### src/design/brb_pkg.sv
// Shared types and codes of the byte ring buffer FIFO.
package brb_pkg;

	// Operation codes carried on the input tuser.
	localparam logic [1:0] FUNC_WRITE = 2'd0;
	localparam logic [1:0] FUNC_READ  = 2'd1;
	localparam logic [1:0] FUNC_PEEK  = 2'd2;
	localparam logic [1:0] FUNC_FLUSH = 2'd3;

	// Result status codes.
	localparam logic [1:0] STAT_OK        = 2'd0;
	localparam logic [1:0] STAT_OVERFLOW  = 2'd1;
	localparam logic [1:0] STAT_UNDERFLOW = 2'd2;

	// Fixed field widths.
	localparam int LEN_W   = 7;
	localparam int CNT_W   = 11;
	localparam int TOT_W   = 64;
	localparam logic [CNT_W-1:0] CNT_MAX = '1;

	typedef enum logic [1:0] {
		ST_IDLE  = 2'b01,
		ST_BURST = 2'b10
	} state_t;

	typedef struct packed {
		logic [7:0]       data_out;
		logic [1:0]       status;
		logic [CNT_W-1:0] moved_count;
		logic [CNT_W-1:0] fill_now;
		logic [CNT_W-1:0] free_now;
		logic [TOT_W-1:0] total_in;
		logic [TOT_W-1:0] total_out;
		logic             last_of_run;
	} res_t;

endpackage

### src/design/brb_ctrl.sv
// Ring control: pointers, fill, totals, request tracking and the read burst sequencer.
module brb_ctrl #(
	parameter int DEPTH     = 1024,
	parameter int MAX_BURST = 64,
	parameter int PW        = 10,
	parameter int FW        = 11
) (
	input  logic                     clk,
	input  logic                     arst_n,
	input  logic                     in_valid,
	output logic                     in_ready,
	input  logic [1:0]               func,
	input  logic [7:0]               data_byte,
	input  logic [brb_pkg::LEN_W-1:0] request_len,
	input  logic                     end_of_write,
	input  logic                     res_ready,
	output logic                     res_valid,
	output brb_pkg::res_t            res,
	output logic                     mem_we,
	output logic [PW-1:0]            mem_waddr,
	output logic [7:0]               mem_wdata,
	output logic                     mem_re,
	output logic [PW-1:0]            mem_raddr,
	input  logic [7:0]               mem_rdata
);

	import brb_pkg::*;

	localparam int SW = ((FW > LEN_W) ? FW : LEN_W) + 1;

	state_t           st_q, st_d;
	logic [PW-1:0]    rp_q, rp_d, wp_q, wp_d, bp_q, bp_d;
	logic [FW-1:0]    fill_q, fill_d;
	logic [TOT_W-1:0] tin_q, tin_d, tout_q, tout_d;
	logic [CNT_W-1:0] rw_q, rw_d, rw_new;
	logic             rd_q, rd_d, rd_new;
	logic [LEN_W-1:0] remain_q, remain_d, n_q, n_d;
	logic             pend_q, pend_d;

	logic             accept, push, issue;
	logic [LEN_W-1:0] req_sat, n_w;
	logic [SW-1:0]    rp_sum;

	function automatic logic [PW-1:0] next_idx(input logic [PW-1:0] p);
		next_idx = (p == PW'(DEPTH - 1)) ? '0 : p + 1'b1;
	endfunction

	assign in_ready = (st_q == ST_IDLE) && res_ready;
	assign accept   = in_valid && in_ready;
	assign req_sat  = (request_len > LEN_W'(MAX_BURST)) ? LEN_W'(MAX_BURST) : request_len;
	assign n_w      = (SW'(req_sat) < SW'(fill_q)) ? req_sat : LEN_W'(fill_q);
	assign rp_sum   = (SW'(rp_q) + SW'(n_w) >= SW'(DEPTH)) ?
	                  SW'(rp_q) + SW'(n_w) - SW'(DEPTH) : SW'(rp_q) + SW'(n_w);

	assign mem_waddr = wp_q;
	assign mem_wdata = data_byte;
	assign mem_raddr = bp_q;
	assign push      = (st_q == ST_BURST) && pend_q && res_ready;
	assign issue     = (st_q == ST_BURST) && (remain_q != '0) && (!pend_q || push);
	assign mem_re    = issue;

	always_comb begin
		st_d     = st_q;
		rp_d     = rp_q;
		wp_d     = wp_q;
		bp_d     = bp_q;
		fill_d   = fill_q;
		tin_d    = tin_q;
		tout_d   = tout_q;
		rw_d     = rw_q;
		rd_d     = rd_q;
		remain_d = remain_q;
		n_d      = n_q;
		pend_d   = pend_q;
		rw_new   = rw_q;
		rd_new   = rd_q;
		mem_we   = 1'b0;
		res_valid       = 1'b0;
		res.data_out    = '0;
		res.status      = STAT_OK;
		res.moved_count = '0;
		res.last_of_run = 1'b1;

		case (st_q)
			ST_IDLE: begin
				if (accept) begin
					case (func)
						FUNC_WRITE: begin
							if (fill_q != FW'(DEPTH)) begin
								mem_we = 1'b1;
								wp_d   = next_idx(wp_q);
								fill_d = fill_q + 1'b1;
								tin_d  = tin_q + 1'b1;
								rw_new = (rw_q == CNT_MAX) ? rw_q : rw_q + 1'b1;
							end else begin
								rd_new = 1'b1;
							end
							res_valid       = 1'b1;
							res.status      = rd_new ? STAT_OVERFLOW : STAT_OK;
							res.moved_count = rw_new;
							rw_d = end_of_write ? '0 : rw_new;
							rd_d = end_of_write ? 1'b0 : rd_new;
						end
						FUNC_FLUSH: begin
							rp_d      = '0;
							wp_d      = '0;
							fill_d    = '0;
							res_valid = 1'b1;
						end
						default: begin
							if (func == FUNC_READ && req_sat == '0) begin
								res_valid = 1'b1;
							end else if (fill_q == '0) begin
								res_valid  = 1'b1;
								res.status = STAT_UNDERFLOW;
							end else if (n_w == '0) begin
								res_valid = 1'b1;
							end else begin
								st_d     = ST_BURST;
								bp_d     = rp_q;
								remain_d = n_w;
								n_d      = n_w;
								if (func == FUNC_READ) begin
									rp_d   = PW'(rp_sum);
									fill_d = fill_q - FW'(n_w);
									tout_d = tout_q + TOT_W'(n_w);
								end
							end
						end
					endcase
				end
			end
			ST_BURST: begin
				if (issue) begin
					bp_d     = next_idx(bp_q);
					remain_d = remain_q - 1'b1;
				end
				pend_d = issue ? 1'b1 : (push ? 1'b0 : pend_q);
				if (push) begin
					res_valid       = 1'b1;
					res.data_out    = mem_rdata;
					res.moved_count = CNT_W'(n_q);
					res.last_of_run = (remain_q == '0);
					if (remain_q == '0) begin
						st_d = ST_IDLE;
					end
				end
			end
			default: begin
				st_d = ST_IDLE;
			end
		endcase

		// Every result carries the state as it stands after its item.
		res.fill_now  = CNT_W'(fill_d);
		res.free_now  = CNT_W'(FW'(DEPTH) - fill_d);
		res.total_in  = tin_d;
		res.total_out = tout_d;
	end

	always_ff @(posedge clk or negedge arst_n) begin
		if (!arst_n) begin
			st_q     <= ST_IDLE;
			rp_q     <= '0;
			wp_q     <= '0;
			fill_q   <= '0;
			tin_q    <= '0;
			tout_q   <= '0;
			rw_q     <= '0;
			rd_q     <= 1'b0;
			remain_q <= '0;
			pend_q   <= 1'b0;
		end else begin
			st_q     <= st_d;
			rp_q     <= rp_d;
			wp_q     <= wp_d;
			fill_q   <= fill_d;
			tin_q    <= tin_d;
			tout_q   <= tout_d;
			rw_q     <= rw_d;
			rd_q     <= rd_d;
			remain_q <= remain_d;
			pend_q   <= pend_d;
		end
	end

	always_ff @(posedge clk) begin
		bp_q <= bp_d;
		n_q  <= n_d;
	end

	a_fill_bound: assert property (@(posedge clk) disable iff (!arst_n)
		fill_q <= FW'(DEPTH))
		else $error("fill count exceeds ring depth");

	a_idle_clean: assert property (@(posedge clk) disable iff (!arst_n)
		(st_q == ST_IDLE) |-> (!pend_q && remain_q == '0))
		else $error("burst bookkeeping left over in idle");

	a_push_room: assert property (@(posedge clk) disable iff (!arst_n)
		res_valid |-> res_ready)
		else $error("result pushed into a full output register");

	a_burst_end: assert property (@(posedge clk) disable iff (!arst_n)
		(push && remain_q == '0) |=> (st_q == ST_IDLE))
		else $error("sequencer did not return to idle after last byte");

endmodule

### config.mk
export PLATFORM = sky130hd
export DESIGN_NAME = brb_ctrl
export DESIGN_NICKNAME = d
export VERILOG_FILES = /design/src/design/brb_pkg.sv /design/src/design/brb_ctrl.sv
export SDC_FILE = /design/constraint.sdc
export NUM_CORES = 1
export LEC_CHECK = 0
export ABC_AREA = 1
export BUFFER_PORTS_ARGS = -buffer_cell sky130_fd_sc_hd__buf_2
export CAP_MARGIN = 20
export CORE_ASPECT_RATIO = 0.7
export CORE_MARGIN = 4
export CORE_UTILIZATION = 45
export CTS_CLUSTER_SIZE = 8
export DETAILED_ROUTE_END_ITERATION = 16
export PLACE_DENSITY = 0.65
export SLEW_MARGIN = 20
export SYNTH_ARGS = -nofsm -noshare
export SYNTH_HDL_FRONTEND = slang
export SYNTH_SLANG_ARGS = --single-unit
### constraint.sdc
create_clock -name clk -period 7.25 [get_ports clk]
set_input_delay 1.45 -clock clk [delete_from_list [all_inputs] [get_ports clk]]
set_output_delay 1.45 -clock clk [all_outputs]
set_load 0.03 [all_outputs]
==> impl_metrics.json <==
{
  "ir_worst_vdd_uv": 297,
  "relSlewSlack_pct": 32.4,
  "wl_per_cell_um": 17.2,
  "yosys_warnings": 0,
  "syn_to_final_growth_pct": 16.7,
  "rsz0062_at_grt": "true",
  "power_uw": 4460,
  "synthArstFlopShare_pct": 91.4,
  "cts.sinks": 198,
  "diodes": 0,
  "ioPinCount": 234,
  "grt_pass1_wl_um": 62000,
  "rr_worst_depth": 25,
  "rrSetupSlack_ns": 2.60,
  "fin_skew_ns": 0.0128,
  "worstSetupPathType": "in -> out",
  "grt_use_met3_pct": 5.97,
  "hpwl_um": 30900,
  "drc_errors": 0,
  "synth.net_count": 1753,
  "num_rows": 51,
  "final_nets": 1970,
  "whs_ns": 0.479,
  "whs_path_depth": 1,
  "grt_pass1_vias": 11500,
  "htree_levels": 4,
  "synth_top_area_share_pct": 34.7,
  "synth_edf_count": 17,
  "leakagePower_uw": 0.00777,
  "final_cell_area_mm2": 0.0151,
  "gp_congestion": 0.971,
  "hold_violations": 0,
  "io_buffers": 217,
  "ys_seq_elements": 198,
  "cp_max_fo": 7,
  "antenna_left": 0,
  "die_x_um": 211,
  "cp.arrival_ns": 5.54,
  "maxCapViolCount": 0,
  "start_kind": "input port",
  "cts_buffer_depth": 2,
  "endpoint_kind": "output pin",
  "start_util_pct": 46.2,
  "routed_wirelength_um": 39300,
  "min_period_ns": 6.99,
  "syn_inst": 1679,
  "vias": 12000,
  "max_freq_mhz": 143,
  "final_max_slew_viol_count": 0,
  "cp.required_ns": 5.80,
  "grtUsageTotal_pct": 24.7,
  "hold_class": "reg -> reg",
  "seqCellArea_mm2": 0.00504,
  "placed_area_mm2": 0.0144,
  "gr-usage-met1_pct": 37.3,
  "syn-cell-area_mm2": 0.0130,
  "yosys-top-cells-area": "dfrtp_1 35%, nand2_1 9.0%, inv_1 8.0%",
  "n_fill_cell": 2725,
  "min_to": "tin_q[63]",
  "overflow": 0,
  "die_h_um": 150,
  "coreArea_mm2": 0.0281,
  "final_cells": 2280,
  "cts_root_buffer": "clkbuf_16",
  "grt_util_met2_pct": 35.6,
  "grt-busiest-layer": "met1",
  "via_per_inst": 5.28,
  "min_period_over_period_pct": 96.4,
  "holdCritStartpoint": "tin_q[63]",
  "r2r_end": "tout_q[53]",
  "worst_slew_pin_slew_ns": 1.00,
  "post-place-cells": 2245,
  "power.density_mw_per_mm2": 295,
  "yosys_most_used_dff": "dfrtp_1",
  "synth.distinct_cells": 55,
  "cts_made_buffers": 17,
  "ctsHoldBuffers": 0,
  "setup_violations": 0,
  "critPathLaunch": "request_len[5]",
  "status": "complete, no violations",
  "reg2reg_from": "fill_q[3]",
  "cts_tree": "done",
  "dieArea_mm2": 0.0316,
  "grt_max_degree": 68,
  "clkSlewWorstSetupHoldPaths_ns": 0.07,
  "drive_above_1_share_pct": 18.7,
  "multiInputGateArea_mm2": 0.00674,
  "ys_seq_area_share_pct": 38.9,
  "worstSkewPairLatency_ns": 0.46,
  "synth.avg_cell_area_um2": 7.72,
  "antenna_found_initial": 0,
  "first_iter_violations": 992,
  "yosys.area.top_type": "dfrtp_1",
  "dr.pass1.iters": 8
}
[cell type report]
class / instances / area share (%)
Multi-Input combinational cell: 1163 / 44.5
Sequential cell: 198 / 33.3
Timing Repair Buffer: 228 / 7.84
Inverter: 288 / 7.18
Tap cell: 371 / 3.07
Clock buffer: 20 / 2.89
Clock inverter: 12 / 1.17
[registers in the layout, indices dropped and copies added, names as in the netlist]
signal     count
tout_q        64
rd_q           1
rp_q          10
pend_q         1
mem_raddr     10
n_q            7
fill_q        11
remain_q       7
mem_waddr     10
tin_q         64
st_q           2
rw_q          11
[Yosys cell counts (all sizes together), types with 2 or more instances]
cell type	n
nand2	348
inv	286
nor2	182
dfrtp	180
nand3	122
xor2	111
nor3	67
o21ai	65
a21oi	48
nand4	44
ha	41
nor4	38
xnor2	34
buf	19
o22ai	19
edfxtp	17
clkbuf	11
o211ai	8
a31oi	6
mux2	5
a21boi	3
fa	3
or2	3
and2	2
and3	2
clkinv	2
nand3b	2
o31ai	2
[cell usage in the layout, fill, tap and decap left out, types with 10 or more instances in the layout]
master and instances:
inv_1 278, nand2_1 311, nor2_1 161, buf_2 214, nand4_1 43, nor4_1 31
nand2_2 27, edfxtp_1 17, o21ai_0 54, clkbuf_16 17, xnor2_1 34, xor2_1 110
nor2_2 10, a21oi_1 48, ha_1 40, buf_4 11, nand3_1 117, nor3_1 63
dfrtp_1 180, o22ai_1 19
[per-layer routing]
metal | vias up | share of wire, % | routed length, µm
met4 | 0 | 1.7 | 678
met5 | - | 0 | 0
li1 | 5854 | - | -
met2 | 442 | 42 | 16600
met1 | 5697 | 49 | 19100
met3 | 46 | 7.4 | 2910
[cells by family after synthesis]
kind of cell / count (synthesis) / synth area share, %
xor+xnor: 145 / 9.79
fa+ha+maj: 44 / 4.42
compound gates: 158 / 6.87
simple gates: 810 / 29.7
mux: 6 / 0.511
buf+inv: 318 / 9.85
flops: 198 / 38.9
[how the worst max path moves through the flow]
stage,endpoint,slack [ns],cells past startpoint
2_1_floorplan,res[63],0.86,29
3_3_place_gp,res[57],0.30,33
3_5_place_dp,res[62],0.18,27
4_1_cts,res[54],0.15,28
5_1_grt,res[53],-0.07,30
6_report,res[54],0.26,28
[critical path, stage by stage]
cell	delay [ns]
buf_2	0.10
nor2_1	0.14
nand3_1	0.09
nand2_1	0.06
nand2_1	0.08
inv_1	0.06
ha_1	0.23
a21oi_1	0.16
nand2_2	0.09
nand2_4	0.11
nand3_1	0.12
nand2_4	0.15
inv_1	0.14
ha_1	0.30
nand3_1	0.07
nand2_1	0.12
nand3_1	0.08
nand2_1	0.10
nand2_1	0.06
nand2_1	0.14
inv_1	0.08
nor3_1	0.19
nand3_1	0.21
nor3_4	0.32
nand3_2	0.16
nor4_4	0.30
xor2_2	0.24
buf_6	0.16
[stage by stage]
stage,setup WS [ns],TNS [ns],utilization (%)
final,0.259,0,53.9
after global routing,-0.0668,-0.185,53.9
after CTS,0.148,0,53.5
after detailed placement,0.178,0,51.3
after global placement,0.296,0,51.3
after floorplan,0.858,0,-
[report_power, final]
group | internal [µW] | total (µW) | switching [µW]
Combinational | 572 | 1910 | 1340
Clock | 579 | 1030 | 446
Sequential | 1330 | 1520 | 188
[what timing repair did]
| item | CTS | global route |
|---|---|---|
| buffers inserted | 0 | 3 |
| resized for setup | 0 | 21 |
| endpoints found under the setup margin | 0 | 19 |
| endpoints found under the hold margin | 0 | 0 |
No activity file was read; power rests on OpenSTA's default activity.
